===== src/design/necir_pkg.sv =====
// necir_pkg: shared types and constants for the nec ir frame decoder
// holds status codes, register indexes, reset values and the result struct
// no dependencies
`timescale 1ns / 1ps

package necir_pkg;

  // field widths
  localparam int IntervalW = 16;
  localparam int ByteW     = 8;
  localparam int NumBytes  = 4;
  localparam int CountW    = 16;
  localparam int StatusW   = 2;
  localparam int CfgAddrW  = 2;

  // register reset values in timer ticks
  localparam logic [IntervalW-1:0] LeaderThrRst = 16'd13500;
  localparam logic [IntervalW-1:0] RepeatThrRst = 16'd11250;
  localparam logic [IntervalW-1:0] OneThrRst    = 16'd2000;

  // result kind carried on out_tuser
  typedef enum logic [StatusW-1:0] {
    STATUS_VALID  = 2'd0,
    STATUS_REPEAT = 2'd1,
    STATUS_FAIL   = 2'd2
  } status_t;

  // configuration register indexes
  typedef enum logic [CfgAddrW-1:0] {
    CFG_LEADER_THR = 2'd0,
    CFG_REPEAT_THR = 2'd1,
    CFG_ONE_THR    = 2'd2
  } cfg_idx_t;

  // decode thresholds handed to the core
  typedef struct packed {
    logic [IntervalW-1:0] leader_thr;
    logic [IntervalW-1:0] repeat_thr;
    logic [IntervalW-1:0] one_thr;
  } thresh_t;

  // one decoded result
  typedef struct packed {
    logic [CountW-1:0] error_count;
    status_t           status;
    logic [ByteW-1:0]  command_inverse;
    logic [ByteW-1:0]  command;
    logic [ByteW-1:0]  address_inverse;
    logic [ByteW-1:0]  address;
  } result_t;

endpackage


===== src/design/nec_ir_frame_decoder.sv =====
// nec_ir_frame_decoder: top level of the nec ir frame decoder
// input register, threshold registers, decode core and result register
// depends on necir_pkg and necir_decode_core
`timescale 1ns / 1ps
//
// Usage:
// - in_*: one transfer per falling edge of the ir receiver; in_tdata holds
//   the timer ticks since the previous edge, saturated at 65535
// - out_*: one transfer per decoded frame, repeat code or failed check;
//   out_tuser gives the kind (valid, repeat, check failed)
// - cfg_*: writes the leader, repeat and one thresholds; write only while
//   no edge is in flight
// - an edge is taken into the input register and decoded once the output
//   register can take it, which loads its result, if any, into the output
//   register; out_tvalid is driven straight from that register
// - one edge per cycle is accepted while no result stalls on out_tready; the
//   single decode step between the input and output registers sets that rate
// - while a result waits on out_tready, the edge in the input register
//   waits too and in_tready drops once that register is occupied
// - reset clears the decoder to idle, the frame bytes and the failure count
//   to zero and the thresholds to 13500, 11250 and 2000 ticks
//
module nec_ir_frame_decoder import necir_pkg::*; (
  input  logic                 clk,
  input  logic                 rst_n,
  // input stream
  input  logic                 in_tvalid,
  output logic                 in_tready,
  input  logic [15:0]          in_tdata,   // [15:0] interval
  // result stream
  output logic                 out_tvalid,
  input  logic                 out_tready,
  output logic [47:0]          out_tdata,  // [7:0] address, [15:8] address_inverse,
                                           // [23:16] command, [31:24] command_inverse,
                                           // [47:32] error_count
  output logic [1:0]           out_tuser,  // [1:0] status
  // configuration writes
  input  logic                 cfg_wr_en,
  input  logic [CfgAddrW-1:0]  cfg_addr,
  input  logic [15:0]          cfg_wdata
);

  thresh_t              thresh_r;
  logic                 s1_valid_r;
  logic [IntervalW-1:0] s1_interval_r;
  logic                 out_valid_r;
  result_t              out_res_r;
  logic                 s1_adv;
  logic                 step_en;
  logic                 res_valid;
  result_t              res;

  // threshold registers
  always_ff @(posedge clk) begin
    if (!rst_n) begin
      thresh_r.leader_thr <= LeaderThrRst;
      thresh_r.repeat_thr <= RepeatThrRst;
      thresh_r.one_thr    <= OneThrRst;
    end else if (cfg_wr_en) begin
      unique case (cfg_addr)
        CFG_LEADER_THR: thresh_r.leader_thr <= cfg_wdata;
        CFG_REPEAT_THR: thresh_r.repeat_thr <= cfg_wdata;
        CFG_ONE_THR:    thresh_r.one_thr    <= cfg_wdata;
        default: ;
      endcase
    end
  end

  // handshake: the input stage moves on when the output register can take it
  assign s1_adv    = !out_valid_r || out_tready;
  assign in_tready = !s1_valid_r || s1_adv;
  assign step_en   = s1_valid_r && s1_adv;

  // input register
  always_ff @(posedge clk) begin
    if (!rst_n) begin
      s1_valid_r <= 1'b0;
    end else if (in_tvalid && in_tready) begin
      s1_valid_r <= 1'b1;
    end else if (step_en) begin
      s1_valid_r <= 1'b0;
    end
  end

  always_ff @(posedge clk) begin
    if (in_tvalid && in_tready) begin
      s1_interval_r <= in_tdata;
    end
  end

  necir_decode_core u_core (
    .clk       (clk),
    .rst_n     (rst_n),
    .step_en   (step_en),
    .interval  (s1_interval_r),
    .thresh    (thresh_r),
    .res_valid (res_valid),
    .res       (res)
  );

  // result register
  always_ff @(posedge clk) begin
    if (!rst_n) begin
      out_valid_r <= 1'b0;
    end else if (step_en && res_valid) begin
      out_valid_r <= 1'b1;
    end else if (out_tready) begin
      out_valid_r <= 1'b0;
    end
  end

  always_ff @(posedge clk) begin
    if (step_en && res_valid) begin
      out_res_r <= res;
    end
  end

  assign out_tvalid = out_valid_r;
  assign out_tdata  = {out_res_r.error_count, out_res_r.command_inverse,
                       out_res_r.command, out_res_r.address_inverse,
                       out_res_r.address};
  assign out_tuser  = out_res_r.status;

endmodule


===== src/design/necir_decode_core.sv =====
// necir_decode_core: frame state machine for the nec ir decoder
// classifies leader and bit intervals, assembles four bytes and checks them
// depends on necir_pkg
`timescale 1ns / 1ps

module necir_decode_core import necir_pkg::*; (
  input  logic                 clk,
  input  logic                 rst_n,
  input  logic                 step_en,
  input  logic [IntervalW-1:0] interval,
  input  thresh_t              thresh,
  output logic                 res_valid,
  output result_t              res
);

  typedef enum logic [1:0] {
    PH_IDLE   = 2'd0,
    PH_LEADER = 2'd1,
    PH_DATA   = 2'd2
  } phase_t;

  phase_t                             phase_r, phase_nxt;
  logic [2:0]                         bit_pos_r, bit_pos_nxt;
  logic [1:0]                         byte_pos_r, byte_pos_nxt;
  logic [NumBytes-1:0][ByteW-1:0]     bytes_r, bytes_nxt;
  logic [CountW-1:0]                  fail_cnt_r, fail_cnt_nxt;
  logic                               check_ok;

  // next state and result for the edge in the input register
  always_comb begin
    phase_nxt    = phase_r;
    bit_pos_nxt  = bit_pos_r;
    byte_pos_nxt = byte_pos_r;
    bytes_nxt    = bytes_r;
    fail_cnt_nxt = fail_cnt_r;
    res_valid    = 1'b0;
    res.status   = STATUS_VALID;
    check_ok     = 1'b0;
    unique case (phase_r)
      PH_LEADER: begin
        if (interval >= thresh.leader_thr) begin
          phase_nxt    = PH_DATA;
          bit_pos_nxt  = 3'd0;
          byte_pos_nxt = 2'd0;
        end else begin
          phase_nxt = PH_IDLE;
          if (interval >= thresh.repeat_thr) begin
            res_valid  = 1'b1;
            res.status = STATUS_REPEAT;
          end
        end
      end
      PH_DATA: begin
        // bit written in place, lsb first
        bytes_nxt[byte_pos_r][bit_pos_r] = (interval >= thresh.one_thr);
        if (bit_pos_r == 3'd7) begin
          bit_pos_nxt = 3'd0;
          if (byte_pos_r == 2'd3) begin
            check_ok = (bytes_nxt[0] == ~bytes_nxt[1]) &&
                       (bytes_nxt[2] == ~bytes_nxt[3]);
            byte_pos_nxt = 2'd0;
            phase_nxt    = PH_IDLE;
            res_valid    = 1'b1;
            if (check_ok) begin
              res.status = STATUS_VALID;
            end else begin
              res.status   = STATUS_FAIL;
              fail_cnt_nxt = fail_cnt_r + 1'b1;
            end
          end else begin
            byte_pos_nxt = byte_pos_r + 1'b1;
          end
        end else begin
          bit_pos_nxt = bit_pos_r + 1'b1;
        end
      end
      default: begin
        // idle: this edge arms the decoder
        phase_nxt = PH_LEADER;
      end
    endcase
    res.address         = bytes_nxt[0];
    res.address_inverse = bytes_nxt[1];
    res.command         = bytes_nxt[2];
    res.command_inverse = bytes_nxt[3];
    res.error_count     = fail_cnt_nxt;
  end

  // decoder state
  always_ff @(posedge clk) begin
    if (!rst_n) begin
      phase_r    <= PH_IDLE;
      bit_pos_r  <= 3'd0;
      byte_pos_r <= 2'd0;
      bytes_r    <= '0;
      fail_cnt_r <= '0;
    end else if (step_en) begin
      phase_r    <= phase_nxt;
      bit_pos_r  <= bit_pos_nxt;
      byte_pos_r <= byte_pos_nxt;
      bytes_r    <= bytes_nxt;
      fail_cnt_r <= fail_cnt_nxt;
    end
  end

endmodule


===== config.mk =====
export PLATFORM = sky130hd
export DESIGN_NAME = nec_ir_frame_decoder
export DESIGN_NICKNAME = d
export VERILOG_FILES = /design/src/design/necir_pkg.sv /design/src/design/nec_ir_frame_decoder.sv /design/src/design/necir_decode_core.sv
export SDC_FILE = /design/constraint.sdc
export NUM_CORES = 1
export LEC_CHECK = 0
export BUFFER_PORTS_ARGS = -buffer_cell sky130_fd_sc_hd__buf_2
export CAP_MARGIN = 20
export CORE_AREA = 2 2 156 158
export CTS_BUF_LIST = sky130_fd_sc_hd__clkbuf_16
export CTS_CLUSTER_SIZE = 28
export DETAILED_ROUTE_END_ITERATION = 10
export DIE_AREA = 0 0 158 160
export GPL_TIMING_DRIVEN = 0
export MAX_ROUTING_LAYER = met4
export PLACE_DENSITY_LB_ADDON = 0.2
export SKIP_CTS_REPAIR_TIMING = 1
export SLEW_MARGIN = 25
export SYNTH_ARGS = -nofsm -noshare
export SYNTH_HDL_FRONTEND = slang
export SYNTH_HIERARCHICAL = 1
export SYNTH_SLANG_ARGS = --single-unit

===== constraint.sdc =====
create_clock -name clk -period 5.66 [get_ports clk]
set_input_delay 0 -clock clk [delete_from_list [all_inputs] [get_ports clk]]
set_output_delay 0 -clock clk [all_outputs]
set_load 0.01 [all_outputs]

Yosys cells after proc, flatten, opt, wreduce, memory -nomap -nowiden
Index checks and enable logic that the tools add are counted.
- $add $sub $neg: 3
- $mul: 0
- divide/modulo/power cells: 0
- magnitude comparators: 7
- equality and inequality tests: 11
- shift-type cells: 0
- multiplexer cells: 36
- bitwise gates (word level): 2
- reductions and logical operators: 20
- operator list (operator ; number):
    two-way mux 16 bit ; 4
    greater-or-equal comparator 16 bit ; 3
    bitwise mux 32 bit ; 1
    two-way mux 32 bit ; 1
    two-way mux 2 bit ; 10
    adder 16 x 1 -> 16 bit, second input constant ; 1
    demux 8 bit (select 2 bit) ; 1
    == test 8 bit ; 2
    inverter 8 bit ; 2
    case mux 2 bit (2 select lines) ; 3
    two-way mux 1 bit ; 10
    two-way mux 8 bit ; 1
    == test 2 bit, second input constant ; 3
    logical AND 1 bit ; 6
    two-way mux 3 bit ; 2
    != test 2 x 1 -> 1 bit, second input constant ; 3
    case mux 3 bit (2 select lines) ; 1
    AND reduction 2 bit ; 3
    AND reduction 3 bit ; 2
    nonzero test 2 bit ; 3
    == test 2 x 1 -> 1 bit, second input constant ; 2
    < comparator 3 x 4 -> 1 bit, second input constant ; 1
    AND reduction 4 bit ; 1
    adder 3 x 1 -> 3 bit, second input constant ; 1
    other kinds (10) ; 12
- register bits after elaboration: 171
- latch bits: 0
- memory bits (writable): 0
- bits in read-only memories: 0
- input port bits: 39
- output and inout bits: 52
- logic and storage cells: 99
- memories: 0

Logic depth before layout (Yosys ltp)
- depth after elaboration: 14
- depth in mapped cells: 17
- mapped depth without buffers: 15

Modules after synthesis
The synthesis kept the hierarchy.
- modules (own cells, without submodules) (module ; instances ; cells an instance ; area an instance (sq um) ; sequential area each (sq um)):
    necir_decode_core ; 1 ; 763 ; 5683.0 ; 1101.1
    nec_ir_frame_decoder ; 1 ; 269 ; 4032.6 ; 2982.9

Worst setup path after synthesis
OpenSTA, ideal clock, no wires.
- path kind: flip-flop to flip-flop
- from: reg s1_interval_r[0]
- to: reg out_res_r, in the netlist out_tdata[0] (enable)
- setup time: 0.464 ns
- data arrival time: 4.429 ns
- required time: 5.196 ns
- path slack: 0.768 ns
- cell stages (with the launch flop): 14
- path buffers: 0
- period minus slack after synthesis: 4.892 ns
- cells stage by stage: edfxtp_1 > inv_1 > ha_1 > nand2b_1 > a21o_1 > a21o_1 > a21o_1 > a21o_1 > a21oi_1 > o211ai_1 > a31oi_1 > o2bb2ai_1 > nand2_1 > nor2b_1
- word-level cells in the longest chain between the ends: 5
- elaborated cells on any way between the ends: 6
- classes of those cells: 2 x order compare; 3 x mux; 1 x reduce/logical
- RTL lines (what ; line ; source):
    start: declaration ; nec_ir_frame_decoder.sv:45 ; logic [IntervalW-1:0] s1_interval_r;
    start signal: assignment ; nec_ir_frame_decoder.sv:87 ; s1_interval_r <= in_tdata;
    greater-or-equal comparator 16 bit ; necir_decode_core.sv:47 ; if (interval >= thresh.repeat_thr) begin
    two-way mux 1 bit ; necir_decode_core.sv:47 ;
    two-way mux 1 bit (*) ; necir_decode_core.sv:41 ; if (interval >= thresh.leader_thr) begin
    case mux 1 bit (2 select lines) (*) ; necir_decode_core.sv:39 ; unique case (phase_r)
    named net res_valid ; nec_ir_frame_decoder.sv:50 ; logic res_valid;
    logical AND 1 bit (*) ; nec_ir_frame_decoder.sv:113 ; if (step_en && res_valid) begin
    end signal: assignment ; nec_ir_frame_decoder.sv:114 ; out_res_r <= res;
    end: declaration ; nec_ir_frame_decoder.sv:47 ; result_t out_res_r;
Mark *: on every way through the listed nets, which the timed path passes. The rest lies on a longest branch.
A chain may end at the register's enable or synchronous reset.

==> metrics.md <==
| Metric | Value |
|---|---|
| CP max stage cell | `a2111oi_2` |
| Max clock buf depth | `2` |
| CP max FO | `10` |
| TritonCTS clock tree | `done` |
| Hold Crit Class | `primary input to flop` |
| Placement Rows | `57` |
| Cell Area, Synth | `0.00972 mm^2` |
| Number of max-cap violations | `0` |
| Final WS setup | `1090 ps` |
| CP Launch Type | `flop` |
| Most frequent cells in the layout | `dfxtp_1, buf_2, mux2i_1` |
| Overflow after GRT | `0` |
| IO Count | `between 90 and 100` |
| CP delay by family, top | `compound AO/OA/AOI/OAI gates` |
| Comb power frac | `0.086` |
| Final Setup Violations | `0` |
| Final nets | `around 1300` |
| Initial DRC Count | `about 570` |
| Synthesis-to-finish area growth | `19.6%` |
| Hold Path Origin | `in_tdata[2]` |
| Post-layout util | `0.488` |
| Final Critical Period | `~4600 ps` |
| Via-per-instance ratio | `5.26` |
| R2R Path Start | `s1_interval_r[0]$_DFFE_PP_` |
| Pin count of the biggest net entering global routing | `20` |
| Synth async-reset ratio | `0` |
| Syn Inst Count | `around 1000` |
| Starting Density | `0.408` |
| EDFF count, synth | `66` |
| Worst skew pair latency | `~430 ps` |
| Setup WS pre-CTS | `between 1000 and 1500 ps` |
| H-tree levels | `4` |
| WHS Endpoint | `s1_interval_r[2]$_DFFE_PP_` |
| Critical path buffer and inverter count | `3` |
| RSZ-0062 raised after global routing | `no` |
| Yosys reg bits | `171` |
| Placed Instances | `~1400` |
| Setup TNS | `0 ps` |
| Routed wire per std cell | `around 17 um` |
| Final hold vios | `0` |
| HPWL Detailed | `18600 um` |
| Worst Setup End Kind | `flop` |
| Global-route usage over all layers | `0.211` |
| Internal Pwr Total | `between 0.002 and 0.0025 W` |
| Post-Layout Cell Count | `approximately 1500` |
| Switching power | `0.000671 W` |
| Top_reg_cell synth | `dfxtp_1` |
| Clk pwr share | `0.434` |
| Most common cell after layout, fill and taps aside | `dfxtp_1` |
| CTS sink cnt | `between 150 and 200` |
| Width of the die | `between 150 and 200 um` |
| Status | `finished, final reports clean` |
| Required time of the worst setup path | `around 5800 ps` |
| CP Class | `flop to flop` |
| Max Slew Vio Count | `0` |
| GPL Wtd Cong | `0.929` |
| CP arrival | `4740 ps` |
| Number of global-route vias before repair | `7439` |
| Syn Area/Cell | `between 9 and 10 um^2` |
| Tcrit/Tclk final | `0.808` |
| Power per Cell Area | `about 230 mW/mm^2` |
| Sequential element share of the synthesized area | `0.420` |
| Reg2reg setup slack | `between 1000 and 1500 ps` |
| TritonCTS Buffers | `17` |
| Slew HR | `0.357` |
| Sequential share of power | `0.480` |
| Sw frac | `0.247` |
| Die area | `approximately 0.025 mm^2` |
| Tot Pwr | `approximately 0.0027 W` |
| CP max stage delay | `~500 ps` |
| DR pass1 iterations | `5` |
| Post-Syn Nets | `1128` |
| Yosys cell types | `70` |
| First-pass GRT wire length | `slightly above 40000 um` |
| N_diodes | `0` |
| # DRC | `0` |
| Antenna Nets Post-Route | `0` |
| Leak | `between 4 and 5 nW` |
| Layout cells sized above 1 | `0.129` |
| Worst Max-Slew Pin Slew | `between 900 and 1000 ps` |
| Hold path depth | `2` |
| Initial antenna violation count | `0` |
| WL final | `between 20000 and 30000 um` |
| Reg2reg path depth | `14` |
| Synth Warn # | `6` |
| Setup Skew | `approximately 10 ps` |
| Reg2reg end | `out_tdata[33]$_DFFE_PP_` |
| Buffers added on ports | `a little under 90` |
| Reg clk slew, reported paths | `70 ps` |
| Cell at the root of the clock tree | `clkbuf_16` |
| FMAX | `219 MHz` |
| VDD IR max | `0.182 mV` |
| Vias | `~8000` |
| Core ar. | `~0.024 mm^2` |
| Critical path cell sequence | `inv_1, ha_1, nand2b_1, a2111oi_2, o311a_2, o21a_1, buf_6, buf_2, a31oi_1, o32ai_1, nand4_1, or3_1, nor2b_1, mux2_1` |
| Die Ht | `about 160 um` |
## synth_stat cells (3+ instances only)
cell / n / area, um^2
nor3b_1: 3 / 22.5
buf_2: 7 / 35.0
o211ai_1: 9 / 67.6
buf_1: 11 / 41.3
o31ai_1: 7 / 52.6
nand2b_1: 22 / 138
nand4_1: 16 / 100
a21o_1: 22 / 165
a21oi_1: 74 / 370
or3_1: 5 / 31.3
xnor2_1: 16 / 140
o311ai_1: 5 / 43.8
ha_1: 57 / 713
clkbuf_1: 46 / 173
nand3b_1: 4 / 30.0
nor2b_1: 43 / 269
a31oi_1: 41 / 257
xor2_1: 6 / 52.6
o2111ai_1: 3 / 26.3
a22oi_1: 3 / 22.5
nor2_1: 55 / 206
a311o_1: 3 / 30.0
o21a_1: 5 / 37.5
dfxtp_1: 105 / 2100
o21ai_0: 32 / 160
o221ai_1: 4 / 35.0
o21ai_1: 6 / 30.0
and3_1: 15 / 93.8
inv_1: 68 / 255
mux2i_1: 85 / 851
and2_1: 8 / 50.1
a311oi_1: 9 / 78.8
nand3_1: 15 / 75.1
edfxtp_1: 66 / 1980
nand2_1: 83 / 312
nand4bb_1: 3 / 33.8
nor3_1: 8 / 40.0
nor4_1: 3 / 18.8
a31o_1: 7 / 61.3
buf_6: 8 / 90.1
## routing by layer
metal  track usage  up-vias  part of all wire
met3        0.0385       19             0.054
met5             -        -                 0
li1              -     4028                 -
met1         0.307     3689              0.50
met4        0.0450        0             0.010
met2         0.305      244              0.43
## metrics by stage
step                cell area [um^2]  hold slack (ps)
global placement               10600              177
detailed placement             10600              179
global route                   11600              258
floorplan                       9720             98.9
CTS                            11200             -275
finish                         11600              274
## kinds of logic (layout without fill, tap and decap cells)
group,count (synthesis),in the layout,share of synthesized area
fa+ha+maj,57,57,0.0734
buf+inv,142,304,0.0627
flops,171,171,0.420
compound gates,255,255,0.173
mux,86,86,0.0887
simple gates,299,299,0.162
xor+xnor,22,22,0.0198
## area by class of cell
| class | instances | area, um^2 |
|---|---|---|
| Sequential cell | 171 | 4080 |
| Tap cell | 324 | 405 |
| Fill cell | 2312 | 12200 |
| Buffer | 74 | 354 |
| Clock inverter | 15 | 163 |
| Inverter | 68 | 255 |
| Multi-Input combinational cell | 719 | 5030 |
| Timing Repair Buffer | 130 | 901 |
| Clock buffer | 17 | 425 |
## power groups by stage
stage          Clock, W  Sequential (W)  Combinational (W)
2_1_floorplan         0         0.00133           0.000140
3_3_place_gp          0         0.00133           0.000207
3_5_place_dp          0         0.00133           0.000211
4_1_cts         0.00121         0.00131           0.000212
5_1_grt         0.00125         0.00131           0.000258
6_report        0.00118         0.00131           0.000235
## registers in the layout, summed over array words and instances (netlist names), 2 cells and up
register	flops
out_tdata	48
u_core/phase_r	2
u_core/bytes_r	32
u_core/fail_cnt_r	16
out_tuser	2
u_core/bit_pos_r	3
thresh_r	48
u_core/byte_pos_r	2
s1_interval_r	16
## worst max-delay path by stage
stage	slack (ps)	end	cells after the start	from
floorplan	770	out_tdata[0]$_DFFE_PP_	13	s1_interval_r[0]$_DFFE_PP_
global placement	-910	out_tdata[12]$_DFFE_PP_	13	s1_interval_r[0]$_DFFE_PP_
detailed placement	1150	out_tdata[33]$_DFFE_PP_	14	s1_interval_r[0]$_DFFE_PP_
CTS	1120	out_tdata[33]$_DFFE_PP_	14	s1_interval_r[0]$_DFFE_PP_
global route	800	out_tdata[41]$_DFFE_PP_	15	s1_interval_r[15]$_DFFE_PP_
finish	1090	out_tdata[33]$_DFFE_PP_	14	s1_interval_r[0]$_DFFE_PP_
(Power assumes the default switching activity.)
